--- src/design/midi_voice_note_stack_unit_macros.svh ---
// ----------------------------------------------------------------------------
// MIDI voice note stack assertion macros
// Shared concurrent assertion wrappers on clk and arst_n.
// ----------------------------------------------------------------------------
`ifndef MIDI_VOICE_NOTE_STACK_UNIT_MACROS_SVH
`define MIDI_VOICE_NOTE_STACK_UNIT_MACROS_SVH

// Checked only outside reset.
`define NSU_ASSERT(label, prop, msg) \
	label: assert property (@(posedge clk) disable iff (!arst_n) prop) else $error(msg);

// Checked at every edge, reset included.
`define NSU_ASSERT_RST(label, prop, msg) \
	label: assert property (@(posedge clk) prop) else $error(msg);

`endif

--- src/design/nsu_pkg.sv ---
// ----------------------------------------------------------------------------
// nsu_pkg
// Types, constants and helpers shared by the MIDI voice note stack unit.
// ----------------------------------------------------------------------------
package nsu_pkg;

	localparam int STACK_DEPTH = 128;
	localparam int VOICE_COUNT = 4;
	localparam int CNT_W       = $clog2(STACK_DEPTH + 1);
	localparam int IDX_W       = $clog2(STACK_DEPTH);
	localparam int VOICE_W     = (VOICE_COUNT > 1) ? $clog2(VOICE_COUNT) : 1;

	localparam logic [7:0] BYTE_RESET  = 8'hFF;
	localparam logic [7:0] BYTE_RT_MIN = 8'hF8;
	localparam logic [3:0] KIND_OFF    = 4'h8;
	localparam logic [3:0] KIND_ON     = 4'h9;
	localparam logic [3:0] KIND_BEND   = 4'hE;
	localparam logic [3:0] CHAN_ALLOC  = 4'd4;
	localparam logic [1:0] IDX_STATUS  = 2'd0;
	localparam logic [1:0] IDX_FIRST   = 2'd1;
	localparam logic [1:0] IDX_SECOND  = 2'd2;
	localparam logic [6:0] RANGE_LO    = 7'd69;
	localparam logic [6:0] RANGE_HI    = 7'd89;
	localparam logic [6:0] BEND_FLIP   = 7'h40;
	localparam logic [6:0] HOME_EVEN   = 7'd72;
	localparam logic [6:0] HOME_ODD    = 7'd82;
	localparam logic [8:0] BUSY_COST   = 9'd100;

	typedef enum logic [1:0] {
		ACT_OPEN,
		ACT_RETUNE,
		ACT_CLOSE,
		ACT_RESET
	} act_t;

	typedef enum logic [2:0] {
		CMD_HOLD,
		CMD_PUSH,
		CMD_MARK,
		CMD_SORT_EVEN,
		CMD_SORT_ODD,
		CMD_SHIFT
	} cmd_t;

	typedef struct packed {
		cmd_t       cmd;
		logic [6:0] note;
	} ctl_t;

	typedef struct packed {
		logic [6:0] top;
		logic       hole0;
		logic       hit;
	} stat_t;

	typedef struct packed {
		logic              all_idle;
		logic              pitch_in_range;
		logic signed [6:0] bend_offset;
		logic [6:0]        note;
		act_t              action;
		logic [1:0]        voice;
	} res_t;

	localparam int RES_W   = $bits(res_t);
	localparam int TDATA_W = ((RES_W + 7) / 8) * 8;

	typedef enum logic [3:0] {
		ST_IDLE,
		ST_RESET,
		ST_DISPATCH,
		ST_BEND,
		ST_ON,
		ST_OFF_NEXT,
		ST_MARK,
		ST_SORT,
		ST_COUNT,
		ST_OFF_EMIT,
		ST_FLUSH
	} state_t;

	function automatic logic in_range(logic [6:0] n);
		return (n >= RANGE_LO) && (n < RANGE_HI);
	endfunction

endpackage

--- src/design/nsu_cell.sv ---
// ----------------------------------------------------------------------------
// nsu_cell
// One stack entry: a note and a hole flag, exchanged with its neighbors.
// ----------------------------------------------------------------------------
module nsu_cell (
	input  logic          clk,
	input  nsu_pkg::cmd_t cmd,
	input  logic          left,
	input  logic          live,
	input  logic [6:0]    note,
	input  logic [6:0]    lower_val,
	input  logic          lower_hole,
	input  logic [6:0]    upper_val,
	input  logic          upper_hole,
	output logic [6:0]    val,
	output logic          hole
);
	import nsu_pkg::*;

	logic [6:0] val_q;
	logic       hole_q;

	// Sorting swaps a hole upward past a kept entry, one pair per cell pair.
	always_ff @(posedge clk) begin
		case (cmd)
			CMD_PUSH: begin
				val_q <= lower_val;
			end
			CMD_MARK: begin
				hole_q <= !live || (val_q == note);
			end
			CMD_SORT_EVEN, CMD_SORT_ODD: begin
				if (left) begin
					if (hole_q && !upper_hole) begin
						val_q  <= upper_val;
						hole_q <= 1'b0;
					end
				end else if (lower_hole && !hole_q) begin
					val_q  <= lower_val;
					hole_q <= 1'b1;
				end
			end
			CMD_SHIFT: begin
				hole_q <= upper_hole;
			end
			default: begin
			end
		endcase
	end

	assign val  = val_q;
	assign hole = hole_q;

endmodule

--- src/design/nsu_chain.sv ---
// ----------------------------------------------------------------------------
// nsu_chain
// Row of cells holding one voice's note stack, top of stack in cell zero.
// ----------------------------------------------------------------------------
module nsu_chain (
	input  logic                       clk,
	input  nsu_pkg::ctl_t              ctl,
	input  logic [nsu_pkg::CNT_W-1:0]  cnt,
	output nsu_pkg::stat_t             stat
);
	import nsu_pkg::*;

	logic [6:0]             val     [STACK_DEPTH];
	logic                   hole    [STACK_DEPTH];
	logic [6:0]             lo_val  [STACK_DEPTH];
	logic                   lo_hole [STACK_DEPTH];
	logic [6:0]             up_val  [STACK_DEPTH];
	logic                   up_hole [STACK_DEPTH];
	logic [STACK_DEPTH-1:0] live;
	logic [STACK_DEPTH-1:0] hit_v;
	logic [STACK_DEPTH-1:0] left;

	for (genvar i = 0; i < STACK_DEPTH; i++) begin : g_cell
		if (i == 0) begin : g_first
			assign lo_val[i]  = ctl.note;
			assign lo_hole[i] = 1'b0;
		end else begin : g_mid_lo
			assign lo_val[i]  = val[i-1];
			assign lo_hole[i] = hole[i-1];
		end
		if (i == STACK_DEPTH - 1) begin : g_last
			assign up_val[i]  = 7'd0;
			assign up_hole[i] = 1'b1;
		end else begin : g_mid_up
			assign up_val[i]  = val[i+1];
			assign up_hole[i] = hole[i+1];
		end

		assign live[i]  = CNT_W'(i) < cnt;
		assign hit_v[i] = live[i] && (val[i] == ctl.note);
		assign left[i]  = ((i % 2) == 0) ^ (ctl.cmd == CMD_SORT_ODD);

		nsu_cell u_cell (
			.clk        (clk),
			.cmd        (ctl.cmd),
			.left       (left[i]),
			.live       (live[i]),
			.note       (ctl.note),
			.lower_val  (lo_val[i]),
			.lower_hole (lo_hole[i]),
			.upper_val  (up_val[i]),
			.upper_hole (up_hole[i]),
			.val        (val[i]),
			.hole       (hole[i])
		);
	end

	assign stat.top   = val[0];
	assign stat.hole0 = hole[0];
	assign stat.hit   = |hit_v;

endmodule

--- config.mk ---
export PLATFORM = sky130hd
export DESIGN_NAME = nsu_chain
export DESIGN_NICKNAME = d
export VERILOG_FILES = /design/src/design/midi_voice_note_stack_unit_macros.svh /design/src/design/nsu_pkg.sv /design/src/design/nsu_cell.sv /design/src/design/nsu_chain.sv
export SDC_FILE = /design/constraint.sdc
export NUM_CORES = 2
export LEC_CHECK = 0
export ABC_CLOCK_PERIOD_IN_PS = 4100
export BUFFER_PORTS_ARGS = -buffer_cell sky130_fd_sc_hd__buf_2
export CELL_PAD_IN_SITES_DETAIL_PLACEMENT = 1
export CELL_PAD_IN_SITES_GLOBAL_PLACEMENT = 2
export CORE_MARGIN = 8
export CORE_UTILIZATION = 38
export CTS_BUF_LIST = sky130_fd_sc_hd__clkbuf_4
export CTS_CLUSTER_DIAMETER = 80
export CTS_CLUSTER_SIZE = 25
export DETAILED_ROUTE_END_ITERATION = 12
export PLACE_DENSITY = 0.89
export SLEW_MARGIN = 20
export SYNTH_ARGS = -nofsm -noshare
export SYNTH_HDL_FRONTEND = slang
export SYNTH_SLANG_ARGS = --single-unit
--- constraint.sdc ---
create_clock -name clk -period 4.1 [get_ports clk]
set_input_delay 0.615 -clock clk [delete_from_list [all_inputs] [get_ports clk]]
set_output_delay 0.615 -clock clk [all_outputs]
set_load 0.01 [all_outputs]
---- Word-level counts from Yosys, hierarchy flattened ----
Cells that the tools add are included.
W data, S select, Z words.
operators by class
  $lt $le $gt $ge ......................... 128
  mux-type cells .......................... 1020
  reduce and logical (&&, ||, !) cells .... 898
  equal/unequal tests ..................... 263
operator list
  cell                  count
  $mux W7               382
  $pmux W7 S2           128
  $eq A7 B7 Y1          128
  $reduce_and A3 Y1     256
  $lt A7 B8 Y1 const A  64
  $pmux W1 S3           128
  $mux W1               382
  $lt A6 B8 Y1 const A  32
  $logic_and A1 B1 Y1   255
  $logic_not A1 Y1      255
  $ne A3 B1 Y1 const B  64
  $ne A3 B3 Y1 const B  56
  $logic_or A1 B1 Y1    128
  $lt A5 B8 Y1 const A  16
  $reduce_or A128 Y1    1
  $lt A4 B8 Y1 const A  8
  $lt A3 B8 Y1 const A  4
  $ne A3 B2 Y1 const B  7
  $lt A1 B8 Y1 const A  2
  $lt A2 B8 Y1 const A  2
  $eq A3 B2 Y1 const B  2
  $eq A3 B3 Y1 const B  2
  $ne A2 B1 Y1 const B  2
  $eq A3 B1 Y1 const B  1
  4 further kinds       4
storage, ports and cells
  bits in registers ....................... 1024
  input port bits ......................... 19
  logic and storage cells ................. 2565
  output and inout port bits .............. 9

---- Depth between registers and ports, before layout ----
  word-level depth ........................ 5
  gate-level depth with buffers ........... 15
  depth with buffers taken out ............ 8

---- Cells and area by module ----
From an unflattened synthesis, not the netlist that was laid out.
second synthesis, totals
  cells, all modules ...................... 7693
  area, all modules ....................... 87612.8 um^2
by module, submodules not included
  module     times used  cells an instance  seq. area each (um^2)  area an instance (um^2)
  nsu_cell   128         47                 240.2                  589.3
  nsu_chain  1           1677               0.0                    12180.4

---- Least setup slack after synthesis ----
No wires, ideal clock.
  path kind ............................... input -> output
  start point ............................. input cnt[2] (netlist bit)
  end point ............................... output stat[0] (netlist bit)
  slack ................................... 2 ps
  stages .................................. 9
  required time ........................... 3485 ps
  data arrival time ....................... 3483 ps
  cells stage by stage .................... buf_6 > or3_4 > nand2_4 > a21oi_2 > a221o_1 > or4_1 > or4_1 > or4_1 > or4_1
RTL lines
  item         line            text
  from (decl)  nsu_chain.sv:8  input logic [nsu_pkg::CNT_W-1:0] cnt,
  to (decl)    nsu_chain.sv:9  output nsu_pkg::stat_t stat

==> impl_metrics.env <==
export IMPL_r2r_slack_ps=1690
export IMPL_via_per_inst=5.57
export IMPL_final_net_count=7284
export IMPL_cts_clk_slew_worst_paths_ps=270
export IMPL_m1WireLength_mm=101
export IMPL_clock_skew_ps=139
export IMPL_hp_start="ctl[9]"
export IMPL_hold_viol=0
export IMPL_path_class="flip-flop to output pin"
export IMPL_r2r_start="g_cell[67].u_cell.val[5]"
export IMPL_synthesis_area_sq_um=60400
export IMPL_grt_pass1_vias=54200
export IMPL_clockBufferDepth=3
export IMPL_grt_antenna_before_repair=13
export IMPL_ys_types=74
export IMPL_ys_warn_count=0
export IMPL_fillCellCount=18500
export IMPL_min_period_over_period_pct=132
export IMPL_stdcell_count=9415
export IMPL_detail_route_first_pass_iterations=6
export IMPL_place_ws_ps=-1670
export IMPL_worst_pin_slew_ps=1150
export IMPL_syn_nets=6916
export IMPL_violations="setup timing"
export IMPL_clk_insertion_delay_late_ps=1220
export IMPL_start_util_pct=38.2
export IMPL_io_buffer_count=27
export IMPL_multi_input_area_sq_um=27700
export IMPL_critPathCaptureType="output pin"
export IMPL_die_y_um=415
export IMPL_yosysSeqAreaShare_pct=50.9
export IMPL_ys_seq_elements=1024
export IMPL_required_ps=3480
export IMPL_yosysTopAreaCell="edfxtp_1"
export IMPL_drt_initial_drc_count=5327
export IMPL_grt_max_degree=151
export IMPL_highest_layer="met5"
export IMPL_min_period_ps=5420
export IMPL_rsz0062_at_grt="yes"
export IMPL_arrival_ps=4810
export IMPL_ant_nets=0
export IMPL_numCtsBuffers=78
export IMPL_p_total_mw=22.7
export IMPL_maxCapViolations=0
export IMPL_start_kind="flip-flop"
export IMPL_grt_use_total_pct=25.6
export IMPL_r2r_worst_path_cells=7
export IMPL_finalSetupViolations=1
export IMPL_core_area_sq_um=158000
export IMPL_tns_ps=-1320
export IMPL_routed_wirelength_mm=229
export IMPL_grt_pass1_wl_mm=346
export IMPL_cts_sinks=1024
export IMPL_vias=52400
export IMPL_ctsHtreeMaxLevel=3
export IMPL_clockRootBuffer="clkbuf_4"
export IMPL_area_growth_pct=14.4
export IMPL_drive_gt1_share_pct=12.8
export IMPL_fmax_mhz=184
export IMPL_reg2reg_to="g_cell[67].u_cell.hole"
export IMPL_dpl_cell_count=9252
export IMPL_hp_class="primary input to flip-flop"
export IMPL_finalMaxSlewViolations=0
export IMPL_final_common_cell="nand2_1"
export IMPL_wl_per_cell_um=24.3
export IMPL_layout_common_cells="3,313 x nand2_1, 1,024 x edfxtp_1, 623 x buf_4"
export IMPL_routed_wl_met3_mm=15.2
export IMPL_syn_inst=6897
export IMPL_synth_avg_cell_area_sq_um=8.75
export IMPL_grt_overflow_total=0
export IMPL_synth_top_area_share_pct=50.9
export IMPL_std_cell_rows=146
export IMPL_synth_edf_count=1024
export IMPL_synthArstFlopShare_pct=0
export IMPL_place_congestion=0.986
export IMPL_cts_tree="done"
export IMPL_ys_flop_type="edfxtp_1"
export IMPL_setup_slack_ps=-1320
export IMPL_ir_drop_v=0.000270
export IMPL_synth_area_leaders="edfxtp_1 51%, nand2_1 21%, xnor2_1 6.9%"
export IMPL_critPathLaunch="g_cell[52].u_cell.val[2]"
export IMPL_worstSetupEndpoint="stat[0]"
export IMPL_route_detailed_drc=0
export IMPL_post_dp_hpwl_mm=169
export IMPL_slew_headroom_pct=22.5
export IMPL_cp_max_fo=2
export IMPL_dieWidth_um=415
export IMPL_die_area_sq_um=172000
export IMPL_p_per_area_nw_per_um2=328
export IMPL_pin_count=28
export IMPL_outcome="finished with violations"
export IMPL_leakagePower_nw=29.0
export IMPL_met2WireLength_mm=105
export IMPL_regArea_sq_um=30700
-- timing repair --
action                                  4_1_cts  5_1_grt
hold buffers                                  2        0
hold endpoints to repair                      8        0
endpoints found under the setup margin        1        1
buffers inserted                              3        1
pin swaps                                     8       11
resized for setup                             9        3
-- worst min path at each step --
stage	cells past startpoint	slack [ps]	end
CTS	3	20	g_cell[109].u_cell.hole
floorplan	0	470	g_cell[127].u_cell.val[1]
detailed placement	0	520	g_cell[127].u_cell.val[3]
global placement	0	510	g_cell[127].u_cell.val[6]
finish	3	130	g_cell[23].u_cell.hole
global route	3	90	g_cell[23].u_cell.hole
-- layout make-up --
type | count | area share, %
repair buffers | 730 | 9.39
diodes | 15 | 0.0544
clock buffers | 85 | 0.924
clock inverters | 58 | 1.11
multi-input cells | 5411 | 40.1
flip-flops and latches | 1024 | 44.5
inverters | 20 | 0.109
well taps | 2072 | 3.75
-- per-stage QoR --
step           cell area [sq um]  util [%]  hold WS (ps)
6_report                   69100      43.7           131
5_1_grt                    69000      43.7          94.4
4_1_cts                    69000      43.7          23.5
3_5_place_dp               67500      42.7           519
3_3_place_gp               67500      42.7           512
2_1_floorplan              60400         -           471
-- cell usage after synthesis, drive strengths merged (10+ instances only) --
cell / count
a211oi: 12
a21oi: 105
a221o: 17
a221oi: 10
a22oi: 41
a31oi: 13
buf: 131
clkbuf: 311
edfxtp: 1024
inv: 19
nand2: 3317
nand2b: 73
nand3: 55
nand4: 117
nor2: 125
nor2b: 65
nor3: 31
nor4: 118
o211ai: 15
o21ai: 233
o221a: 13
o22ai: 25
o31ai: 16
or4: 14
xnor2: 478
xor2: 418
-- report_power, final --
group	internal, mW	total (mW)	switching (mW)
clock	1.52	5.81	4.29
combinational	1.51	3.99	2.48
sequential	12.3	12.9	0.579
-- registers in the layout (all words and copies together) (netlist names) --
name,cells
g_cell.u_cell.val,896
g_cell.u_cell.hole,128
-- worst max-delay path, cell delays in order (launching register included) --
cell and delay (ps):
edfxtp_1 480, xnor2_1 150, nand4_1 180, nor4_2 90, buf_12 140, a221o_1 380
or4_1 490, or4_1 480, or4_1 430, or4_4 610, buf_6 160
-- logic make-up (layout without fill, tap and decap cells) --
group                      Yosys count  in the layout  synth area share [%]
muxes                                7              7                 0.131
and+or+nand+nor                   3950           3950                  26.6
DFF                               1024           1024                  50.9
adders and majority gates            2              2                0.0332
other                                0             15                     0
buffers and inverters              462            893                  3.53
xor gates and xnor gates           896            896                  13.0
AOI/OAI and AO/OA                  556            556                  5.75
-- metal layers --
| layer | up-vias | track usage, % |
|---|---|---|
| li1 | 23700 | - |
| met1 | 26500 | 35.9 |
| met2 | 1862 | 41.4 |
| met3 | 352 | 3.30 |
| met4 | 4 | 8.00 |
| met5 | - | 0 |
No activity file was read; power rests on OpenSTA's default activity.
